File: src/rtl/core/jsu_pkg.sv
// Shared types, constants and functions for the JSON string unescape block.
// Used by jsu_front, jsu_fifo, jsu_back and json_string_unescape_utf8_top.
// No dependencies.
`default_nettype none

package jsu_pkg;

   // Decoder modes. Codes 6 and 7 are never entered and behave as normal copying.
   localparam logic [2:0] MODE_NORMAL  = 3'd0;
   localparam logic [2:0] MODE_ESCAPE  = 3'd1;
   localparam logic [2:0] MODE_HEX1    = 3'd2;
   localparam logic [2:0] MODE_HIGH    = 3'd3;
   localparam logic [2:0] MODE_HIGH_BS = 3'd4;
   localparam logic [2:0] MODE_HEX2    = 3'd5;

   // Result kinds.
   localparam logic [1:0] KIND_DATA  = 2'd0;
   localparam logic [1:0] KIND_END   = 2'd1;
   localparam logic [1:0] KIND_ERROR = 2'd2;

   // Error codes.
   localparam logic [1:0] ERR_BAD_ESCAPE   = 2'd0;
   localparam logic [1:0] ERR_BAD_UNICODE  = 2'd1;
   localparam logic [1:0] ERR_UNTERMINATED = 2'd2;

   // Character codes.
   localparam logic [7:0] CH_QUOTE     = 8'h22;
   localparam logic [7:0] CH_BACKSLASH = 8'h5C;
   localparam logic [7:0] CH_SLASH     = 8'h2F;
   localparam logic [7:0] CH_B         = 8'h62;
   localparam logic [7:0] CH_F         = 8'h66;
   localparam logic [7:0] CH_N         = 8'h6E;
   localparam logic [7:0] CH_R         = 8'h72;
   localparam logic [7:0] CH_T         = 8'h74;
   localparam logic [7:0] CH_U         = 8'h75;

   // Surrogate bounds and the combine offset: 0x10000 - 0xDC00 folded together.
   localparam logic [15:0] HIGH_SURR_MIN = 16'hD800;
   localparam logic [15:0] HIGH_SURR_MAX = 16'hDBFF;
   localparam logic [20:0] PAIR_OFFSET   = 21'h002400;

   localparam int unsigned MAX_RESULTS = 4;

   typedef struct packed {
      logic [7:0] data;
      logic [1:0] kind;
      logic [1:0] err;
   } jsu_result_type;

   // All results caused by one input word, in order from index 0.
   typedef struct packed {
      logic [2:0]                           count;
      jsu_result_type [MAX_RESULTS-1:0]     res;
   } jsu_bundle_type;

   typedef struct packed {
      logic [2:0]       count;
      logic [3:0][7:0]  bytes;
   } jsu_utf8_type;

   typedef struct packed {
      logic       ok;
      logic [3:0] digit;
   } jsu_hex_type;

   typedef struct packed {
      logic full;
      logic empty;
   } jsu_q_status_type;

   function automatic jsu_utf8_type utf8_encode(input logic [20:0] cp);
      jsu_utf8_type enc;
      enc = '0;
      if (cp < 21'h80) begin
         enc.count    = 3'd1;
         enc.bytes[0] = cp[7:0];
      end else if (cp < 21'h800) begin
         enc.count    = 3'd2;
         enc.bytes[0] = {3'b110, cp[10:6]};
         enc.bytes[1] = {2'b10, cp[5:0]};
      end else if (cp < 21'h10000) begin
         enc.count    = 3'd3;
         enc.bytes[0] = {4'b1110, cp[15:12]};
         enc.bytes[1] = {2'b10, cp[11:6]};
         enc.bytes[2] = {2'b10, cp[5:0]};
      end else begin
         enc.count    = 3'd4;
         enc.bytes[0] = {5'b11110, cp[20:18]};
         enc.bytes[1] = {2'b10, cp[17:12]};
         enc.bytes[2] = {2'b10, cp[11:6]};
         enc.bytes[3] = {2'b10, cp[5:0]};
      end
      return enc;
   endfunction

   function automatic jsu_hex_type hex_value(input logic [7:0] c);
      jsu_hex_type h;
      h = '0;
      if (c inside {[8'h30:8'h39]}) begin
         h.ok    = 1'b1;
         h.digit = c[3:0];
      end else if (c inside {[8'h61:8'h66], [8'h41:8'h46]}) begin
         h.ok    = 1'b1;
         h.digit = c[3:0] + 4'd9;
      end
      return h;
   endfunction

endpackage

`default_nettype wire

File: src/rtl/core/json_string_unescape_utf8_top.sv
// An accepted word's first result passes the bundle queue, then the output register.
// Throughput: one result word per cycle while rsp_ready is high, set by the single
// output register; words with zero or one result can enter every cycle.
// The bundle queue (QUEUE_DEPTH entries) lets the decoder run ahead while the output stalls.
// Reset is synchronous: decoder returns to normal copying, queue and output are emptied.
// Depends on jsu_pkg, jsu_front, jsu_fifo and jsu_back.
`default_nettype none

module json_string_unescape_utf8_top #(
   parameter int unsigned QUEUE_DEPTH = 4
) (
   input  wire logic        clock,
   input  wire logic        reset,
   input  wire logic        req_valid,
   output logic             req_ready,
   input  wire logic [7:0]  req_in_byte,
   input  wire logic        req_text_ended,
   output logic             rsp_valid,
   input  wire logic        rsp_ready,
   output logic [7:0]       rsp_out_byte,
   output logic [1:0]       rsp_kind,
   output logic [1:0]       rsp_error_code,
   output logic             rsp_last
);
   import jsu_pkg::*;

   logic             accept;
   logic             q_push;
   logic             q_pop;
   jsu_bundle_type   push_bundle;
   jsu_bundle_type   head_bundle;
   jsu_q_status_type q_status;

   assign req_ready = !q_status.full;
   assign accept    = req_valid && req_ready;

   jsu_front u_front (
      .clock      (clock),
      .reset      (reset),
      .accept     (accept),
      .in_byte    (req_in_byte),
      .text_ended (req_text_ended),
      .push       (q_push),
      .bundle     (push_bundle)
   );

   jsu_fifo #(
      .DEPTH (QUEUE_DEPTH)
   ) u_fifo (
      .clock     (clock),
      .reset     (reset),
      .push      (q_push),
      .push_data (push_bundle),
      .pop       (q_pop),
      .head      (head_bundle),
      .status    (q_status)
   );

   jsu_back u_back (
      .clock          (clock),
      .reset          (reset),
      .head           (head_bundle),
      .q_status       (q_status),
      .pop            (q_pop),
      .rsp_valid      (rsp_valid),
      .rsp_ready      (rsp_ready),
      .rsp_out_byte   (rsp_out_byte),
      .rsp_kind       (rsp_kind),
      .rsp_error_code (rsp_error_code),
      .rsp_last       (rsp_last)
   );

`ifndef SYNTHESIS
   // An end or error result always closes the results of its word.
   a_end_is_last: assert property (@(posedge clock) disable iff (reset)
      rsp_valid && rsp_kind != KIND_DATA |-> rsp_last)
      else $error("end or error result without last");

   // A pushed bundle carries between one and four results.
   a_push_count: assert property (@(posedge clock) disable iff (reset)
      q_push |-> push_bundle.count != 3'd0 && push_bundle.count <= 3'd4)
      else $error("bundle result count out of range");

   // The serializer only pops a queue that holds a bundle.
   a_pop_nonempty: assert property (@(posedge clock) disable iff (reset)
      q_pop |-> !q_status.empty)
      else $error("pop from empty queue");

   // Data results carry a zero error code.
   a_data_no_err: assert property (@(posedge clock) disable iff (reset)
      rsp_valid && rsp_kind == KIND_DATA |-> rsp_error_code == ERR_BAD_ESCAPE)
      else $error("data result with nonzero error code");
`endif

endmodule

`default_nettype wire

File: src/rtl/core/jsu_front.sv
// Front end: escape decoding state machine that turns one input word into a
// bundle of up to four results. Depends on jsu_pkg.
`default_nettype none

module jsu_front (
   input  wire logic                   clock,
   input  wire logic                   reset,
   input  wire logic                   accept,
   input  wire logic [7:0]             in_byte,
   input  wire logic                   text_ended,
   output logic                        push,
   output jsu_pkg::jsu_bundle_type     bundle
);
   import jsu_pkg::*;

   logic [2:0]  mode_ff, mode_in;
   logic [1:0]  digit_ff, digit_in;
   logic [15:0] cp_ff, cp_in;
   logic [15:0] high_ff, high_in;

   jsu_hex_type  hexv;
   logic [15:0]  cp_shift;
   logic [20:0]  pair_cp;
   jsu_utf8_type enc_hex, enc_pair, enc_high, enc_sel;

   logic                             pre;
   logic                             do_fail, do_norm, do_esc, do_enc, use_pair;
   logic [1:0]                       fail_code;
   logic [2:0]                       tail_cnt;
   jsu_result_type [MAX_RESULTS-1:0] tail;

   assign hexv     = hex_value(in_byte);
   assign cp_shift = {cp_ff[11:0], hexv.digit};
   // The high half is known to lie in the surrogate range, so its offset is its low ten bits.
   assign pair_cp  = {1'b0, high_ff[9:0], 10'b0} + {5'b0, cp_shift} + PAIR_OFFSET;
   assign enc_hex  = utf8_encode({5'b0, cp_shift});
   assign enc_pair = utf8_encode(pair_cp);
   assign enc_high = utf8_encode({5'b0, high_ff});
   assign enc_sel  = use_pair ? enc_pair : enc_hex;

   always_comb begin
      mode_in   = mode_ff;
      digit_in  = digit_ff;
      cp_in     = cp_ff;
      high_in   = high_ff;
      pre       = 1'b0;
      do_fail   = 1'b0;
      do_norm   = 1'b0;
      do_esc    = 1'b0;
      do_enc    = 1'b0;
      use_pair  = 1'b0;
      fail_code = ERR_BAD_ESCAPE;
      tail_cnt  = 3'd0;
      tail      = '0;

      if (text_ended) begin
         do_fail = 1'b1;
         case (mode_ff)
            MODE_ESCAPE: fail_code = ERR_BAD_ESCAPE;
            MODE_HEX1, MODE_HEX2: fail_code = ERR_BAD_UNICODE;
            MODE_HIGH: begin
               pre       = 1'b1;
               fail_code = ERR_UNTERMINATED;
            end
            MODE_HIGH_BS: begin
               pre       = 1'b1;
               fail_code = ERR_BAD_ESCAPE;
            end
            default: fail_code = ERR_UNTERMINATED;
         endcase
      end else begin
         case (mode_ff)
            MODE_ESCAPE: do_esc = 1'b1;
            MODE_HEX1, MODE_HEX2: begin
               if (!hexv.ok) begin
                  do_fail   = 1'b1;
                  fail_code = ERR_BAD_UNICODE;
               end else begin
                  cp_in = cp_shift;
                  if (digit_ff != 2'd3) begin
                     digit_in = digit_ff + 2'd1;
                  end else begin
                     digit_in = 2'd0;
                     if (mode_ff == MODE_HEX1 &&
                         cp_shift >= HIGH_SURR_MIN && cp_shift <= HIGH_SURR_MAX) begin
                        high_in = cp_shift;
                        mode_in = MODE_HIGH;
                     end else begin
                        do_enc   = 1'b1;
                        use_pair = (mode_ff == MODE_HEX2);
                        mode_in  = MODE_NORMAL;
                     end
                  end
               end
            end
            MODE_HIGH: begin
               if (in_byte == CH_BACKSLASH) begin
                  mode_in = MODE_HIGH_BS;
               end else begin
                  pre     = 1'b1;
                  do_norm = 1'b1;
               end
            end
            MODE_HIGH_BS: begin
               if (in_byte == CH_U) begin
                  mode_in  = MODE_HEX2;
                  digit_in = 2'd0;
                  cp_in    = 16'd0;
               end else begin
                  pre    = 1'b1;
                  do_esc = 1'b1;
               end
            end
            default: do_norm = 1'b1;
         endcase
      end

      if (do_norm) begin
         mode_in = MODE_NORMAL;
         if (in_byte == CH_QUOTE) begin
            tail[0]  = '{data: 8'd0, kind: KIND_END, err: ERR_BAD_ESCAPE};
            tail_cnt = 3'd1;
         end else if (in_byte == CH_BACKSLASH) begin
            mode_in = MODE_ESCAPE;
         end else begin
            tail[0]  = '{data: in_byte, kind: KIND_DATA, err: ERR_BAD_ESCAPE};
            tail_cnt = 3'd1;
         end
      end

      if (do_esc) begin
         mode_in  = MODE_NORMAL;
         tail_cnt = 3'd1;
         tail[0]  = '{data: 8'd0, kind: KIND_DATA, err: ERR_BAD_ESCAPE};
         case (in_byte)
            CH_QUOTE:     tail[0].data = CH_QUOTE;
            CH_BACKSLASH: tail[0].data = CH_BACKSLASH;
            CH_SLASH:     tail[0].data = CH_SLASH;
            CH_B:         tail[0].data = 8'h08;
            CH_F:         tail[0].data = 8'h0C;
            CH_N:         tail[0].data = 8'h0A;
            CH_R:         tail[0].data = 8'h0D;
            CH_T:         tail[0].data = 8'h09;
            CH_U: begin
               tail_cnt = 3'd0;
               mode_in  = MODE_HEX1;
               digit_in = 2'd0;
               cp_in    = 16'd0;
            end
            default: begin
               tail_cnt  = 3'd0;
               do_fail   = 1'b1;
               fail_code = ERR_BAD_ESCAPE;
            end
         endcase
      end

      if (do_fail) begin
         tail[0]  = '{data: 8'd0, kind: KIND_ERROR, err: fail_code};
         tail_cnt = 3'd1;
         mode_in  = MODE_NORMAL;
         digit_in = 2'd0;
      end

      if (do_enc) begin
         tail_cnt = enc_sel.count;
         for (int i = 0; i < MAX_RESULTS; i++) begin
            tail[i] = '{data: enc_sel.bytes[i], kind: KIND_DATA, err: ERR_BAD_ESCAPE};
         end
      end
   end

   // A pending high surrogate is always three bytes and leaves room for one more result.
   always_comb begin
      if (pre) begin
         bundle.count = 3'd3 + tail_cnt;
         for (int i = 0; i < 3; i++) begin
            bundle.res[i] = '{data: enc_high.bytes[i], kind: KIND_DATA, err: ERR_BAD_ESCAPE};
         end
         bundle.res[3] = tail[0];
      end else begin
         bundle.count = tail_cnt;
         bundle.res   = tail;
      end
   end

   assign push = accept && (bundle.count != 3'd0);

   always_ff @(posedge clock) begin
      if (reset) begin
         mode_ff  <= MODE_NORMAL;
         digit_ff <= 2'd0;
         cp_ff    <= 16'd0;
         high_ff  <= 16'd0;
      end else if (accept) begin
         mode_ff  <= mode_in;
         digit_ff <= digit_in;
         cp_ff    <= cp_in;
         high_ff  <= high_in;
      end
   end

endmodule

`default_nettype wire

File: src/rtl/core/jsu_fifo.sv
// Short bundle queue between the decoder front end and the output serializer.
// Depends on jsu_pkg.
`default_nettype none

module jsu_fifo #(
   parameter int unsigned DEPTH = 4
) (
   input  wire logic                       clock,
   input  wire logic                       reset,
   input  wire logic                       push,
   input  wire jsu_pkg::jsu_bundle_type    push_data,
   input  wire logic                       pop,
   output jsu_pkg::jsu_bundle_type         head,
   output jsu_pkg::jsu_q_status_type       status
);
   import jsu_pkg::*;

   localparam int unsigned AW = (DEPTH > 1) ? $clog2(DEPTH) : 1;
   localparam int unsigned CW = $clog2(DEPTH + 1);

   jsu_bundle_type  mem_ff [DEPTH];
   logic [AW-1:0]   wr_ff, wr_in;
   logic [AW-1:0]   rd_ff, rd_in;
   logic [CW-1:0]   count_ff, count_in;

   assign wr_in = (wr_ff == AW'(DEPTH - 1)) ? '0 : wr_ff + 1'b1;
   assign rd_in = (rd_ff == AW'(DEPTH - 1)) ? '0 : rd_ff + 1'b1;

   always_comb begin
      count_in = count_ff;
      if (push && !pop) begin
         count_in = count_ff + 1'b1;
      end else if (pop && !push) begin
         count_in = count_ff - 1'b1;
      end
   end

   assign head         = mem_ff[rd_ff];
   assign status.full  = (count_ff == CW'(DEPTH));
   assign status.empty = (count_ff == '0);

   always_ff @(posedge clock) begin
      if (reset) begin
         wr_ff    <= '0;
         rd_ff    <= '0;
         count_ff <= '0;
      end else begin
         count_ff <= count_in;
         if (push) begin
            wr_ff <= wr_in;
         end
         if (pop) begin
            rd_ff <= rd_in;
         end
      end
   end

   always_ff @(posedge clock) begin
      if (push) begin
         mem_ff[wr_ff] <= push_data;
      end
   end

endmodule

`default_nettype wire

File: src/rtl/core/jsu_back.sv
// Back end: walks the head bundle one result per cycle, while the output is not stalled, into the output register.
// Depends on jsu_pkg.
`default_nettype none

module jsu_back (
   input  wire logic                       clock,
   input  wire logic                       reset,
   input  wire jsu_pkg::jsu_bundle_type    head,
   input  wire jsu_pkg::jsu_q_status_type  q_status,
   output logic                            pop,
   output logic                            rsp_valid,
   input  wire logic                       rsp_ready,
   output logic [7:0]                      rsp_out_byte,
   output logic [1:0]                      rsp_kind,
   output logic [1:0]                      rsp_error_code,
   output logic                            rsp_last
);
   import jsu_pkg::*;

   logic [1:0]     idx_ff, idx_in;
   logic           valid_ff, valid_in;
   jsu_result_type res_ff;
   logic           last_ff;
   logic           load;
   logic           at_last;

   assign load    = !q_status.empty && (!valid_ff || rsp_ready);
   assign at_last = ({1'b0, idx_ff} + 3'd1) == head.count;
   assign pop     = load && at_last;
   assign idx_in  = at_last ? 2'd0 : idx_ff + 2'd1;

   always_comb begin
      valid_in = valid_ff;
      if (load) begin
         valid_in = 1'b1;
      end else if (rsp_ready) begin
         valid_in = 1'b0;
      end
   end

   always_ff @(posedge clock) begin
      if (reset) begin
         idx_ff   <= 2'd0;
         valid_ff <= 1'b0;
      end else begin
         valid_ff <= valid_in;
         if (load) begin
            idx_ff <= idx_in;
         end
      end
   end

   always_ff @(posedge clock) begin
      if (load) begin
         res_ff  <= head.res[idx_ff];
         last_ff <= at_last;
      end
   end

   assign rsp_valid      = valid_ff;
   assign rsp_out_byte   = res_ff.data;
   assign rsp_kind       = res_ff.kind;
   assign rsp_error_code = res_ff.err;
   assign rsp_last       = last_ff;

endmodule

`default_nettype wire
File: config.mk
export PLATFORM = sky130hd
export DESIGN_NAME = json_string_unescape_utf8_top
export DESIGN_NICKNAME = d
export VERILOG_FILES = /design/src/rtl/core/jsu_pkg.sv /design/src/rtl/core/json_string_unescape_utf8_top.sv /design/src/rtl/core/jsu_front.sv /design/src/rtl/core/jsu_fifo.sv /design/src/rtl/core/jsu_back.sv
export SDC_FILE = /design/constraint.sdc
export NUM_CORES = 1
export LEC_CHECK = 0
export ABC_AREA = 1
export CORE_UTILIZATION = 65
export CTS_BUF_LIST = sky130_fd_sc_hd__clkbuf_4 sky130_fd_sc_hd__clkbuf_8
export DETAILED_ROUTE_END_ITERATION = 12
export DONT_BUFFER_PORTS = 1
export PLACE_DENSITY = 0.82
export SYNTH_ARGS = -nofsm -noshare
export SYNTH_HDL_FRONTEND = slang
export SYNTH_SLANG_ARGS = --single-unit
File: constraint.sdc
create_clock -name clock -period 6.51 [get_ports clock]
set_input_delay 0.9765 -clock clock [delete_from_list [all_inputs] [get_ports clock]]
set_output_delay 0.9765 -clock clock [all_outputs]
set_load 0.005 [all_outputs]
==> results.tsv, run 1 <==
metric	value	unit
status	finished, final reports clean	
Pins Over Slew Limit	0	
largest net degree at the start of global routing	84	
initial antenna violation count	0	
gr ovfl total	0	
hold violation total from the final report	0	
Ant. Diodes	0	
CTS Root Cell	clkbuf_8	
EDFF count, synth	177	
Worst EP required	6.72	ns
Filler Cells Inserted	1252	
Worst Hold Launch	u_front.high_ff[11]	
CORE AREA	17200	sq um
switch share	0.336	
I/O Pins	28	
unique cell type count in the Yosys netlist	51	
ys flop type	edfxtp_1	
fin crit period	5.07	ns
Max clock buf depth	3	
Pre-antenna DRT Iters	6	
Power per Cell Area	331	nW/um^2
RSZ-0062 raised after global routing	false	
Initial Utilization	0.662	
Pint	2.71	mW
Tightest Pin Transition	1.21	ns
H-Tree Depth	2	
CTS tree	yes	
DP HPWL	21100	um
Die Wd	134	um
Critical Path Fanout Max	20	
die area	18100	sq um
crit path cell chain	inv_1, ha_1, inv_1, ha_1, inv_1, fa_1, inv_1, nand3_1, nand2_1, nand2_1, nand3_1, and2_4, nand3_2, nand2_1, nand4_1, ha_1, or2_2, nand4_1, nor2_2, nor2_4, inv_2, nor2_4, buf_4	
element type at the critical path start	flip-flop	
critical path buffer and inverter count	6	
CP Class	reg -> reg	
Reg clk slew, reported paths	0.06	ns
Total Routed Length	30700	um
Critical path origin	u_front.cp_ff[6]	
DRC	0	
Skew-Pair Late Insertion Delay	0.54	ns
multiplexer share of the synthesized area	0	
Crit-path slowest cell	nor2_4	
GRT Util Overall	0.343	
Flop pwr share	0.440	
# resized after CTS	0	
max_cap viols	0	
setup TNS	0	ns
Post-Synth XOR/XNOR Area	0.00461	
LEAKAGE	4.71	nW
ratio of cells with drive above 1 in the final layout	0.108	
YS warnings	0	
CTS Hold Bufs	0	
Gate Count Post-Synth	1253	
ys async rst share	0	
Compound-Gate Fraction of Synth Area	0.161	
register area share after synthesis	0.545	
synthesized area per cell	9.10	sq um
#FFs+latches synth	222	
Tcrit/Tclk final	0.779	
Sw Pwr	1.37	mW
endpoints failing setup	0	
fmax	197	MHz
floorplan row count	48	
CP top delay family	simple AND/OR/NAND/NOR gates	
Final nets	1295	
largest family of logic cells by synthesized area	simple AND/OR/NAND/NOR gates	
peak supply drop	0.000386	V
Hold Path Class	reg -> reg	
Mapped Area	11400	sq um
Critical Path Most Common Cell	inv_1	
cts bufs inserted	35	
r2r startpoint	u_front.cp_ff[6]	
Post-DRT Antenna Nets	0	
Post-Synth Simple-Gate Area	0.195	
Worst setup EP type	flip-flop	
Die H	134	um
DRT iter0 DRCs	1075	
post-CTS setup repair buffer count	0	
Clk network pwr share	0.295	
vias in the first global route	8947	
Sink Count	222	
Slew headroom	0.186	
Post-Synth Adder-Cell Area	0.0309	
total number of vias	9470	
first-pass GRT wire length	47100	um
Port-buffer cells	0	
crit-path max cell delay	0.51	ns
Logic pwr share	0.265	
drt wl/cell	20.4	um
via/cell ratio	6.29	
post-layout util	0.716	
GP Congestion	1.03	
area grow syn2layout	8.21	%
Post-Route Skew	0.0330	ns
Arr. time, crit path	5.29	ns
[power by group through the flow]
stage / registers (mW) / clock network, mW / logic, mW
after global placement: 1.82 / 0 / 1.01
after detailed placement: 1.83 / 0 / 1.06
final: 1.80 / 1.21 / 1.08
after global routing: 1.82 / 1.27 / 1.20
after floorplan: 1.81 / 0 / 0.751
after CTS: 1.80 / 1.21 / 1.07
[final cells by class]
class | count | area, sq um | area share
tap | 225 | 282 | 0.0228
clock buffer | 52 | 628 | 0.0509
sequential | 222 | 6220 | 0.504
inverter | 139 | 527 | 0.0427
clock inverter | 11 | 85.1 | 0.00689
timing repair buffer | 10 | 87.6 | 0.00710
multi-input combinational | 847 | 4510 | 0.366
[Yosys cell counts, types with 5 or more instances]
master	number	area, sq um
buf_2	9	45.0
nand4_1	21	131
nor2_2	7	43.8
nor2_1	154	578
inv_2	18	67.6
clkbuf_1	38	143
nor2_4	6	67.6
nand2_2	10	62.6
o221ai_1	13	114
nor3_1	11	55.1
o22ai_1	52	325
o211ai_1	8	60.1
o32ai_1	5	43.8
dfxtp_1	45	901
inv_1	115	432
ha_1	25	313
o21ai_0	161	806
a22o_1	5	43.8
nand3_1	54	270
clkinv_1	5	18.8
a21oi_1	44	220
edfxtp_1	177	5320
nand2_1	212	796
[worst paths after layout]
kind              slack (ns)              endpoint  cells after the start
hold / removal          0.46   u_front.high_ff[11]                      2
setup reg to reg        1.44  u_fifo.mem_ff[2][17]                     23
setup / recovery        1.44  u_fifo.mem_ff[2][17]                     23
hold reg to reg         0.46   u_front.high_ff[11]                      2
[layer usage]
layer | vias to the layer above | global-route usage | share of wire
met5 | - | 0 | 0
met4 | 0 | 0.171 | 0.044
met3 | 107 | 0.0563 | 0.093
met2 | 547 | 0.565 | 0.47
met1 | 4417 | 0.443 | 0.39
li1 | 4399 | - | -
[worst register-to-register path: stages (launching register included)]
cell and delay [ns]:
dfxtp_1 0.46, inv_1 0.17, ha_1 0.22, inv_1 0.07, ha_1 0.16, inv_1 0.05, fa_1 0.39, inv_1 0.09
nand3_1 0.09, nand2_1 0.10, nand2_1 0.07, nand3_1 0.09, and2_4 0.19, nand3_2 0.19, nand2_1 0.35, nand4_1 0.18
ha_1 0.30, or2_2 0.30, nand4_1 0.11, nor2_2 0.06, nor2_4 0.14, inv_2 0.13, nor2_4 0.51, buf_4 0.33
[per-stage QoR]
| stage | cell area, sq um | instances | worst slack (ns) | power (mW) | hold WS, ns |
|---|---|---|---|---|---|
| finish | 12300 | 1506 | 1.44 | 4.09 | 0.463 |
| global route | 12300 | 1506 | 1.06 | 4.28 | 0.490 |
| CTS | 12300 | 1506 | 1.42 | 4.08 | 0.463 |
| detailed placement | 11600 | 1443 | 1.36 | 2.89 | 0.456 |
| global placement | 11600 | 1443 | 1.46 | 2.83 | 0.449 |
| floorplan | 11400 | 1256 | 1.21 | 2.56 | 0.431 |
[cells by family after synthesis]
| kind of cell | Yosys count |
|---|---|
| flip-flops | 222 |
| AND/OR/NAND/NOR | 494 |
| AO/OA/AOI/OAI | 316 |
| adder cells (fa/ha/maj) | 27 |
| XOR/XNOR | 6 |
| other | 1 |
| buffers and inverters | 187 |
[registers in the layout (all words and copies together) (netlist names), 3 cells and up, named ones only]
register and cells:
u_fifo.count_ff 3, u_fifo.mem_ff 164, u_back.rsp_out_byte 8, u_front.mode_ff 3
u_front.high_ff 16, u_front.cp_ff 12
[cell usage in the layout (no fill, tap or decap), types with 7 or more instances in the layout]
cell type  instances
nand2_1          212
edfxtp_1         177
o21ai_0          161
nor2_1           150
inv_1            115
nand3_1           54
o22ai_1           52
a21oi_1           44
dfxtp_1           44
clkbuf_8          38
ha_1              25
nand4_1           21
inv_2             19
clkbuf_4          14
o221ai_1          13
nor3_1            11
nand2_2           10
nor2_4            10
buf_4              9
o211ai_1           8
nor2_2             7
clkinv_1           7
Note: power is estimated with default switching activity, not from simulation.
==> run 2: changes to the inputs <==
clock period = 5.2 ns   (was 6.51 ns; I/O delays follow)
==> results.tsv, run 2 (synthesized netlist as in run 1, its figures left out) <==
metric	value	unit	change
switch share	0.345		+0.00842
critical path buffer and inverter count	5		-1
endpoints failing setup	0		unchanged
slack of the critical path	0.505	ns	-0.932 ns
Pins Over Slew Limit	0		unchanged
Arr. time, crit path	5.12	ns	-0.17 ns
Flop pwr share	0.437		-0.003
Logic pwr share	0.270		+0.005
Pre-antenna DRT Iters	6		unchanged
Worst EP required	5.62	ns	-1.10 ns
most flop-heavy register	u_fifo.mem_ff		
Sink Count	222		unchanged
DRT iter0 DRCs	1237		+15%
Post-DRT Antenna Nets	0		unchanged
commonest non-fill, non-tap cell in the layout	nand2_1		
max_cap viols	0		unchanged
Final Cell Area	12400	sq um	+0.41%
Total Routed Length	32000	um	+4.3%
Skew-Pair Late Insertion Delay	0.54	ns	about the same
Sw Pwr	1.78	mW	+30%
die area	18100	sq um	unchanged
total number of vias	9644		+1.8%
Post-Route Skew	0.0347	ns	+0.00171 ns
Reg clk slew, reported paths	0.07	ns	about the same
Tightest Pin Transition	1.20	ns	-0.00927 ns
Power per Cell Area	417	nW/um^2	+26%
hold violation total from the final report	0		unchanged
Critical Path Most Common Cell	inv_1		
Pint	3.38	mW	+25%
H-Tree Depth	2		unchanged
first-pass GRT wire length	49000	um	+4.0%
Critical Path Fanout Max	9		-55%
Port-buffer cells	0		unchanged
via/cell ratio	6.39		+1.6%
register area	6220	sq um	about the same
element type at the critical path start	flip-flop		
drt wl/cell	21.2	um	+4.1%
DP HPWL	21500	um	+2.2%
Setup WS pre-CTS	0.526	ns	-0.832 ns
initial antenna violation count	0		unchanged
Tcrit/Tclk final	0.903		+0.124
CP Class	reg -> reg		
CORE AREA	17200	sq um	unchanged
DP Area	11700	sq um	+0.54%
Crit-path slowest cell	dfxtp_2		
RSZ-0062 raised after global routing	false		
Die Wd	134	um	unchanged
status	finished, final reports clean		
CP top delay family	simple AND/OR/NAND/NOR gates		
fin crit period	4.70	ns	-0.378 ns
fmax	213	MHz	+8.0%
area grow syn2layout	8.64	%	
I/O Pins	28		unchanged
DRC	0		unchanged
Hold Path Class	in -> reg		
Final nets	1301		+0.46%
footprint of the multi-input gates	4510	sq um	unchanged
GP Congestion	0.986		-3.9%
Clk network pwr share	0.293		-0.002
placed cells	1448		+0.35%
CTS tree	yes		
peak supply drop	0.000273	V	-29%
LEAKAGE	4.73	nW	+0.45%
GRT Util Overall	0.359		+0.0162
post-layout util	0.719		+0.00290
Largest regs	u_fifo.mem_ff: 164 flops, u_front.high_ff: 16 flops, u_front.cp_ff: 12 flops		
post-CTS setup repair buffer count	0		unchanged
largest net degree at the start of global routing	83		-1.2%
setup TNS	0	ns	unchanged
Filler Cells Inserted	1236		-1.3%
cts bufs inserted	36		+2.9%
ratio of cells with drive above 1 in the final layout	0.110		+0.00208
Slew headroom	0.198		+0.0114
Max clock buf depth	3		unchanged
max reg flops	164		unchanged
Initial Utilization	0.662		unchanged
vias in the first global route	9042		+1.1%
Die H	134	um	unchanged
gr ovfl total	0		unchanged
hold slack	0.316	ns	-0.148 ns
Worst setup EP type	flip-flop		
most frequent cells in the layout	nand2_1, edfxtp_1, o21ai_0		
crit-path max cell delay	0.40	ns	-0.11 ns
floorplan row count	48		unchanged
Ant. Diodes	0		unchanged
Pwr Total	5.17	mW	+26%
Post-Layout Cell Count	1509		+0.20%
CTS Root Cell	clkbuf_8		
-- run 2: final timing paths --
| check | end | slack, ns | depth (start not counted) | startpoint |
|---|---|---|---|---|
| hold / removal | u_front.digit_ff[1] | 0.32 | 1 | reset |
| hold reg to reg | u_front.mode_ff[1] | 0.48 | 2 | u_front.mode_ff[1] |
| setup reg to reg | u_fifo.count_ff[2] | 0.50 | 27 | u_front.cp_ff[6] |
| setup / recovery | u_fifo.count_ff[2] | 0.50 | 27 | u_front.cp_ff[6] |
-- run 2: metal layers --
layer | part of all wire | global-route usage
met4 | 0.042 | 0.167
met2 | 0.48 | 0.599
met3 | 0.095 | 0.0582
met5 | 0 | 0
met1 | 0.38 | 0.463
-- run 2: worst register-to-register path: stages (launching register included) --
cell	delay, ns
dfxtp_2	0.40
inv_1	0.12
ha_1	0.20
inv_1	0.07
ha_1	0.17
inv_1	0.06
fa_1	0.39
inv_1	0.09
nand3_1	0.09
nand2_1	0.10
nand2_1	0.07
nand3_1	0.09
and2_4	0.19
nand3_2	0.18
nand2_1	0.15
nand4_1	0.16
ha_1	0.31
or2_2	0.30
nand4_1	0.11
nor2_2	0.05
nor2_4	0.14
ha_1	0.18
inv_1	0.07
fa_1	0.38
a21oi_1	0.14
o21ai_0	0.11
o21ai_0	0.19
a21oi_1	0.05
-- run 2: final cells by class --
class | instances | area share
flip-flops and latches | 222 | 0.502
multi-input cells | 847 | 0.364
clock buffers | 49 | 0.0489
well taps | 225 | 0.0227
repair buffers | 15 | 0.0121
clock inverters | 12 | 0.00757
inverters | 139 | 0.0425
-- run 2: what timing repair did --
item	CTS	global route
hold buffers	0	0
gates resized for setup	0	1
setup endpoints to repair	0	1
-- run 2: power by group through the flow --
stage	clock network [mW]	registers, mW	logic [mW]
after global placement	0	2.28	1.29
after detailed placement	0	2.30	1.34
final	1.51	2.26	1.40
after global routing	1.58	2.28	1.52
after CTS	1.51	2.26	1.38
after floorplan	0	2.27	0.940
